<file path="src/rtl/bgc_pkg.sv">
package bgc_pkg;

	localparam int TICK_W   = 32;
	localparam int PERIOD_W = 10;
	localparam int MS_W     = 16;
	localparam int PROD_W   = TICK_W + PERIOD_W;

	localparam int CFG_DATA_W = MS_W;
	localparam int CFG_IDX_W  = 2;

	// configuration register indexes
	localparam logic [CFG_IDX_W-1:0] CFG_TICK_PERIOD = 2'd0;
	localparam logic [CFG_IDX_W-1:0] CFG_LONG_PRESS  = 2'd1;
	localparam logic [CFG_IDX_W-1:0] CFG_DBL_WINDOW  = 2'd2;

	localparam logic [PERIOD_W-1:0] TICK_PERIOD_RST = 10'd1;
	localparam logic [MS_W-1:0]     LONG_PRESS_RST  = 16'd2000;
	localparam logic [MS_W-1:0]     DBL_WINDOW_RST  = 16'd750;

	// request types
	localparam logic REQ_POLL  = 1'b0;
	localparam logic REQ_FETCH = 1'b1;

	// phase codes
	localparam logic [1:0] PH_IDLE    = 2'd0;
	localparam logic [1:0] PH_PRESSED = 2'd1;
	localparam logic [1:0] PH_WAIT    = 2'd2;
	localparam logic [1:0] PH_LONG    = 2'd3;

	// event codes
	localparam logic [1:0] EV_NONE   = 2'd0;
	localparam logic [1:0] EV_SINGLE = 2'd1;
	localparam logic [1:0] EV_DOUBLE = 2'd2;
	localparam logic [1:0] EV_LONG   = 2'd3;

endpackage

</file>
<file path="src/rtl/button_gesture_classifier.sv">
// channel | handshake              | payload
// --------+------------------------+------------------------------
// in      | in_valid / in_stall    | req_type, pressed, now_tick
// out     | out_valid / out_stall  | event_code, phase
// cfg     | cfg_wr_en (no wait)    | cfg_index, cfg_data
//
// One transaction per cycle while the result is not stalled; a result passes through the input register,
// then the result register.
// The elapsed-tick multiply and window compare sit between those two registers.
// arst_n clears the phase machine, timestamps, latched event and loads register defaults.
// A stalled result holds; the input register still fills, and in_stall rises only
// when both the input and result registers are full.
module button_gesture_classifier
	import bgc_pkg::*;
(
	input  logic                  clk,
	input  logic                  arst_n,

	input  logic                  cfg_wr_en,
	input  logic [CFG_IDX_W-1:0]  cfg_index,
	input  logic [CFG_DATA_W-1:0] cfg_data,

	input  logic                  in_valid,
	output logic                  in_stall,
	input  logic                  req_type,
	input  logic                  pressed,
	input  logic [31:0]           now_tick,

	output logic                  out_valid,
	input  logic                  out_stall,
	output logic [1:0]            event_code,
	output logic [1:0]            phase
);

	logic [PERIOD_W-1:0] tick_period_q;
	logic [MS_W-1:0]     long_press_q;
	logic [MS_W-1:0]     dbl_window_q;

	logic                valid_s1;
	logic                req_type_s1;
	logic                pressed_s1;
	logic [TICK_W-1:0]   now_s1;

	logic                valid_s2;
	logic [1:0]          event_code_s2;
	logic [1:0]          phase_s2;

	logic [1:0]          phase_q;
	logic [TICK_W-1:0]   press_time_q;
	logic [TICK_W-1:0]   release_time_q;
	logic                long_fired_q;
	logic [1:0]          pending_q;

	logic                advance;
	logic                fire_s1;
	logic [TICK_W-1:0]   elapsed;
	logic [PROD_W-1:0]   product;
	logic [MS_W-1:0]     limit;
	logic                passed;

	logic [1:0]          code_nx;
	logic [1:0]          phase_nx;
	logic [1:0]          pending_nx;
	logic                long_fired_nx;
	logic                set_press;
	logic                set_release;

	assign advance  = !valid_s2 || !out_stall;
	assign fire_s1  = valid_s1 && advance;
	assign in_stall = valid_s1 && !advance;

	always_ff @(posedge clk or negedge arst_n) begin
		if (!arst_n) begin
			tick_period_q <= TICK_PERIOD_RST;
			long_press_q  <= LONG_PRESS_RST;
			dbl_window_q  <= DBL_WINDOW_RST;
		end else if (cfg_wr_en) begin
			unique case (cfg_index)
				CFG_TICK_PERIOD: tick_period_q <= cfg_data[PERIOD_W-1:0];
				CFG_LONG_PRESS:  long_press_q  <= cfg_data[MS_W-1:0];
				CFG_DBL_WINDOW:  dbl_window_q  <= cfg_data[MS_W-1:0];
				default: ;
			endcase
		end
	end

	// input register
	always_ff @(posedge clk or negedge arst_n) begin
		if (!arst_n) begin
			valid_s1 <= 1'b0;
		end else if (!in_stall) begin
			valid_s1 <= in_valid;
		end
	end

	always_ff @(posedge clk) begin
		if (in_valid && !in_stall) begin
			req_type_s1 <= req_type;
			pressed_s1  <= pressed;
			now_s1      <= TICK_W'(now_tick);
		end
	end

	// elapsed ticks scaled to ms at full width, compared strictly against the window
	always_comb begin
		elapsed = now_s1 - ((phase_q == PH_PRESSED) ? press_time_q : release_time_q);
		product = PROD_W'(elapsed) * PROD_W'(tick_period_q);
		limit   = (phase_q == PH_PRESSED) ? long_press_q : dbl_window_q;
		passed  = product > PROD_W'(limit);
	end

	always_comb begin
		code_nx       = EV_NONE;
		phase_nx      = phase_q;
		pending_nx    = pending_q;
		long_fired_nx = long_fired_q;
		set_press     = 1'b0;
		set_release   = 1'b0;
		if (req_type_s1 == REQ_FETCH) begin
			code_nx    = pending_q;
			pending_nx = EV_NONE;
		end else begin
			unique case (phase_q)
				PH_IDLE: begin
					if (pressed_s1) begin
						phase_nx      = PH_PRESSED;
						set_press     = 1'b1;
						long_fired_nx = 1'b0;
					end
				end
				PH_PRESSED: begin
					if (!pressed_s1) begin
						phase_nx    = PH_WAIT;
						set_release = 1'b1;
					end else if (!long_fired_q && passed) begin
						phase_nx      = PH_LONG;
						pending_nx    = EV_LONG;
						long_fired_nx = 1'b1;
					end
				end
				PH_WAIT: begin
					if (pressed_s1) begin
						phase_nx   = PH_IDLE;
						pending_nx = EV_DOUBLE;
					end else if (passed) begin
						phase_nx   = PH_IDLE;
						pending_nx = EV_SINGLE;
					end
				end
				PH_LONG: begin
					if (!pressed_s1) begin
						phase_nx = PH_IDLE;
					end
				end
				default: ;
			endcase
		end
	end

	always_ff @(posedge clk or negedge arst_n) begin
		if (!arst_n) begin
			phase_q        <= PH_IDLE;
			press_time_q   <= '0;
			release_time_q <= '0;
			long_fired_q   <= 1'b0;
			pending_q      <= EV_NONE;
		end else if (fire_s1) begin
			phase_q      <= phase_nx;
			long_fired_q <= long_fired_nx;
			pending_q    <= pending_nx;
			if (set_press) begin
				press_time_q <= now_s1;
			end
			if (set_release) begin
				release_time_q <= now_s1;
			end
		end
	end

	// result register
	always_ff @(posedge clk or negedge arst_n) begin
		if (!arst_n) begin
			valid_s2 <= 1'b0;
		end else if (advance) begin
			valid_s2 <= valid_s1;
		end
	end

	always_ff @(posedge clk) begin
		if (fire_s1) begin
			event_code_s2 <= code_nx;
			phase_s2      <= phase_nx;
		end
	end

	assign out_valid  = valid_s2;
	assign event_code = event_code_s2;
	assign phase      = phase_s2;

endmodule

</file>
<file path="config.mk">
export PLATFORM = sky130hd
export DESIGN_NAME = button_gesture_classifier
export DESIGN_NICKNAME = d
export VERILOG_FILES = /design/src/rtl/bgc_pkg.sv /design/src/rtl/button_gesture_classifier.sv
export SDC_FILE = /design/constraint.sdc
export NUM_CORES = 1
export LEC_CHECK = 0
export ABC_AREA = 1
export BUFFER_PORTS_ARGS = -buffer_cell sky130_fd_sc_hd__clkbuf_2
export CAP_MARGIN = 0
export CORE_UTILIZATION = 45
export CTS_BUF_LIST = sky130_fd_sc_hd__clkbuf_2
export CTS_CLUSTER_DIAMETER = 60
export DETAILED_ROUTE_END_ITERATION = 16
export SYNTH_ARGS = -nofsm -noshare
export SYNTH_HDL_FRONTEND = slang
export SYNTH_SLANG_ARGS = --single-unit
</file>
<file path="constraint.sdc">
create_clock -name clk -period 15 [get_ports clk]
set_input_delay 3 -clock clk [delete_from_list [all_inputs] [get_ports clk]]
set_output_delay 3 -clock clk [all_outputs]
set_load 0.05 [all_outputs]
</file>
==> summary.txt <==
Timing
  • Slew at the pin closest to its max-slew limit: ~1.2 ns
  • Setup TNS Final: 0 ns
  • Fin. Hold Viols: 0
  • Fin. max-slew vios: 0
  • Clk_skew: 0.0285 ns
  • Final setup viols: 0
  • RSZ-0062 raised after global routing: no
  • Fmax: 104 MHz
  • Period minus WS final: 9.63 ns
  • Relative slew margins: 20.5%
  • Final setup margin: 5.37 ns
  • Fin crit share: approximately 64%

Synth
  • Ys flop type: dfrtp_1
  • Post-synth EDFFs: 38
  • Yosys warnings: 0
  • Post-synthesis compound-gate area fraction: ~6.7%
  • Simple logic cell fraction of the synthesized area: 23.8%
  • Synthesized area per cell: 7.78 µm²
  • Sequential share of the synthesized area: 21.0%
  • Largest family of logic cells by synthesized area: adder cells
  • Synth Cell Area: 0.0190 mm²
  • Synthesized instance count: 2,441
  • Ys async rst share: between 70% and 80%
  • Syn nets: roughly 2.9k
  • Multiplexer area fraction after synthesis: 2.37%
  • Yosys reg bits: 151
  • Post-synthesis cell type count: 45
  • Adder-cell share of the synthesized area: roughly a third
  • Xor/xnor share of the synthesized area: 1.73%

Clock tree
  • Post-CTS Setup Bufs: 0
  • Sink Count: about 150
  • Hold buffer count at cts: 0
  • Post_cts resized: 0
  • CTS Buf Count: 17
  • Clk slew on worst S/H paths: 0.23 ns
  • Clk_lat worst skew: between 0.7 and 0.8 ns
  • CTS HTree Levels: 4
  • TritonCTS clock tree: done
  • CTS Buffer Depth: 2
  • CTS Root Cell: clkbuf_2

Layout
  • Nets: 2,897
  • Final instance area: 0.0201 mm²
  • P&R area growth vs syn: 6.09%
  • Non-Filler Instances: 3,023
  • Share of layout cells above drive strength 1: 10.1%
  • Most frequent cells in the layout: 584 x nand2_1, 490 x inv_1, 249 x nor2_1, 239 x fa_1, 126 x o21ai_0
  • Most common cell after layout, fill and taps aside: nand2_1
  • # fillers: 4,141

Worst setup path
  • Worst path slowest cell: buf_4
  • Critical path's most frequent cell: nand2_1
  • Critical Path RT: 15.68 ns
  • Setup crit start kind: flop
  • Max stage delay on crit path: 0.69 ns
  • CP arrival: 10.31 ns
  • RR Startpoint: phase_q[0]
  • CP endpoint kind: flop
  • Crit path max fanout: 48
  • FF-to-FF path depth: 45
  • Reg-to-reg endpoint: pending_q[0]
  • Reg2reg setup slack: 5.37 ns
  • Setup CP Type: reg2reg

Hold path
  • WHS Path Cells: 2
  • WHS Endpoint: out_valid
  • Hold WC Path Type: reg2reg
  • Hold Startpoint: valid_s1

Status
  • Run status: finished clean

Route
  • DR vias: 15.5k
  • Routed WL per cell: ~17 µm
  • Initial DRT Pass Iterations: 5
  • Number of DRC markers in iteration 0: 938
  • Final WL: between 50,000 and 60,000 µm
  • Remaining antenna violation count: 0
  • DRC: 0
  • Via-to-Cell Ratio: ~5.1

Floorplan
  • CORE AREA: 0.0412 mm²
  • Die Height: 207 µm
  • Die width: between 200 and 250 µm
  • Number of I/O pins: 63
  • # rows: 74
  • Initial Utilization: 46.1%
  • Die ar.: 0.0430 mm²

Global route
  • Total gr overflow: 0
  • Initial antenna violation count: 1
  • Vias in the first global route: 16.0k
  • First-pass GRT wire length: 83,300 µm
  • Largest net degree at the start of global routing: 78
  • GRT Overall Usage: between 20 and 25%

Job
  • Max-Cap Viols: 0

Placed design
  • Port buffer count: a little over 60
  • RD Place Congestion: about 1
  • Final HPWL DP: 41,800 µm
  • Placed Cells: ~3k
  • Pre-CTS worst setup slack: 5.46 ns
  • Placed cell area: 0.0198 mm²
[stage by stage]
| stage | utilization [%] | hold WS [ns] |
|---|---|---|
| 3_5_place_dp | 48.2 | 0.467 |
| 6_report | 48.9 | 0.485 |
| 2_1_floorplan | - | 0.434 |
| 4_1_cts | 48.9 | 0.487 |
| 5_1_grt | 48.9 | 0.514 |
| 3_3_place_gp | 48.2 | 0.459 |
[Yosys cell counts (2+ instances only)]
cell	n	area, µm²
nand2_1	585	2200
a21oi_2	6	52.6
edfxtp_1	38	1140
o21bai_1	5	37.5
o21a_1	6	45.0
ha_1	124	1550
nor4_1	2	12.5
inv_2	8	30.0
xnor2_1	14	123
nand3b_1	10	75.1
nand4_1	14	87.6
xnor2_2	3	48.8
and2_1	2	12.5
nor2_4	6	67.6
nor2_2	18	113
clkbuf_1	50	188
or2_1	4	25.0
fa_1	239	4780
nor3_1	9	45.0
a21o_1	4	30.0
nand2_2	34	213
nor2_1	250	938
o31ai_1	2	15.0
or2_2	37	231
nand3_2	11	110
inv_1	490	1840
dfrtp_1	99	2480
o21ai_0	126	631
buf_1	6	22.5
mux2i_1	45	450
o21ai_2	4	35.0
nand3_1	75	375
o221ai_1	2	17.5
dfstp_2	14	368
xor2_1	18	158
a21oi_1	70	350
a31oi_1	3	18.8
[cell families after synthesis]
logic type,Yosys count
AO/OA/AOI/OAI,232
XOR/XNOR,35
adder cells (fa/ha/maj),363
buffers and inverters,556
flip-flops,151
multiplexers,45
AND/OR/NAND/NOR,1059
[state kept, by name, summed over array words and instances, names as in the netlist]
signal / cells
dbl_window_q: 16
event_code: 2
long_fired_q: 1
long_press_q: 16
now_s1: 32
out_valid: 1
pending_q: 2
phase: 2
phase_q: 2
press_time_q: 32
pressed_s1: 1
release_time_q: 32
req_type_s1: 1
tick_period_q: 10
valid_s1: 1
[area by class of cell]
class	instances	area, µm²	area share, %
antenna	1	2.50	0.0124
clock buffer	19	95.1	0.472
clock inverter	13	195	0.969
inverter	499	1870	9.30
multi-input combinational	1734	12900	64.1
sequential	151	3990	19.8
tap	532	666	3.31
timing repair buffer	74	403	2.00
[how the worst max path moves through the flow]
stage                from            to  slack (ns)  cells past startpoint
4_1_cts        phase_q[0]  pending_q[0]        5.38                     45
3_5_place_dp   phase_q[0]  pending_q[0]        5.46                     45
2_1_floorplan  phase_q[0]      phase[1]        7.15                     44
6_report       phase_q[0]  pending_q[0]        5.37                     45
5_1_grt        phase_q[0]  pending_q[1]        4.59                     46
3_3_place_gp   phase_q[0]  pending_q[0]        5.54                     45
[critical path: cells and delay by family (launching register included)]
| family | cells | cell delay, ns |
|---|---|---|
| AO/OA/AOI/OAI | 6 | 1.22 |
| buffers and inverters | 7 | 1.43 |
| flip-flops | 1 | 0.45 |
| XOR/XNOR | 1 | 0.46 |
| AND/OR/NAND/NOR | 23 | 2.57 |
| adder cells (fa/ha/maj) | 8 | 3.46 |
[per-layer routing]
layer | vias to the layer above | routed length, µm | GRT usage, %
met2 | 437 | 23300 | 40.7
met1 | 7547 | 23400 | 33.4
met3 | 62 | 2360 | 3.07
met4 | 0 | 1150 | 6.87
li1 | 7484 | - | -
met5 | - | 0 | 0
Power is left out: the tool's default activity adds up to more than one toggle a clock period on the data nets, which glitch-free logic cannot reach.
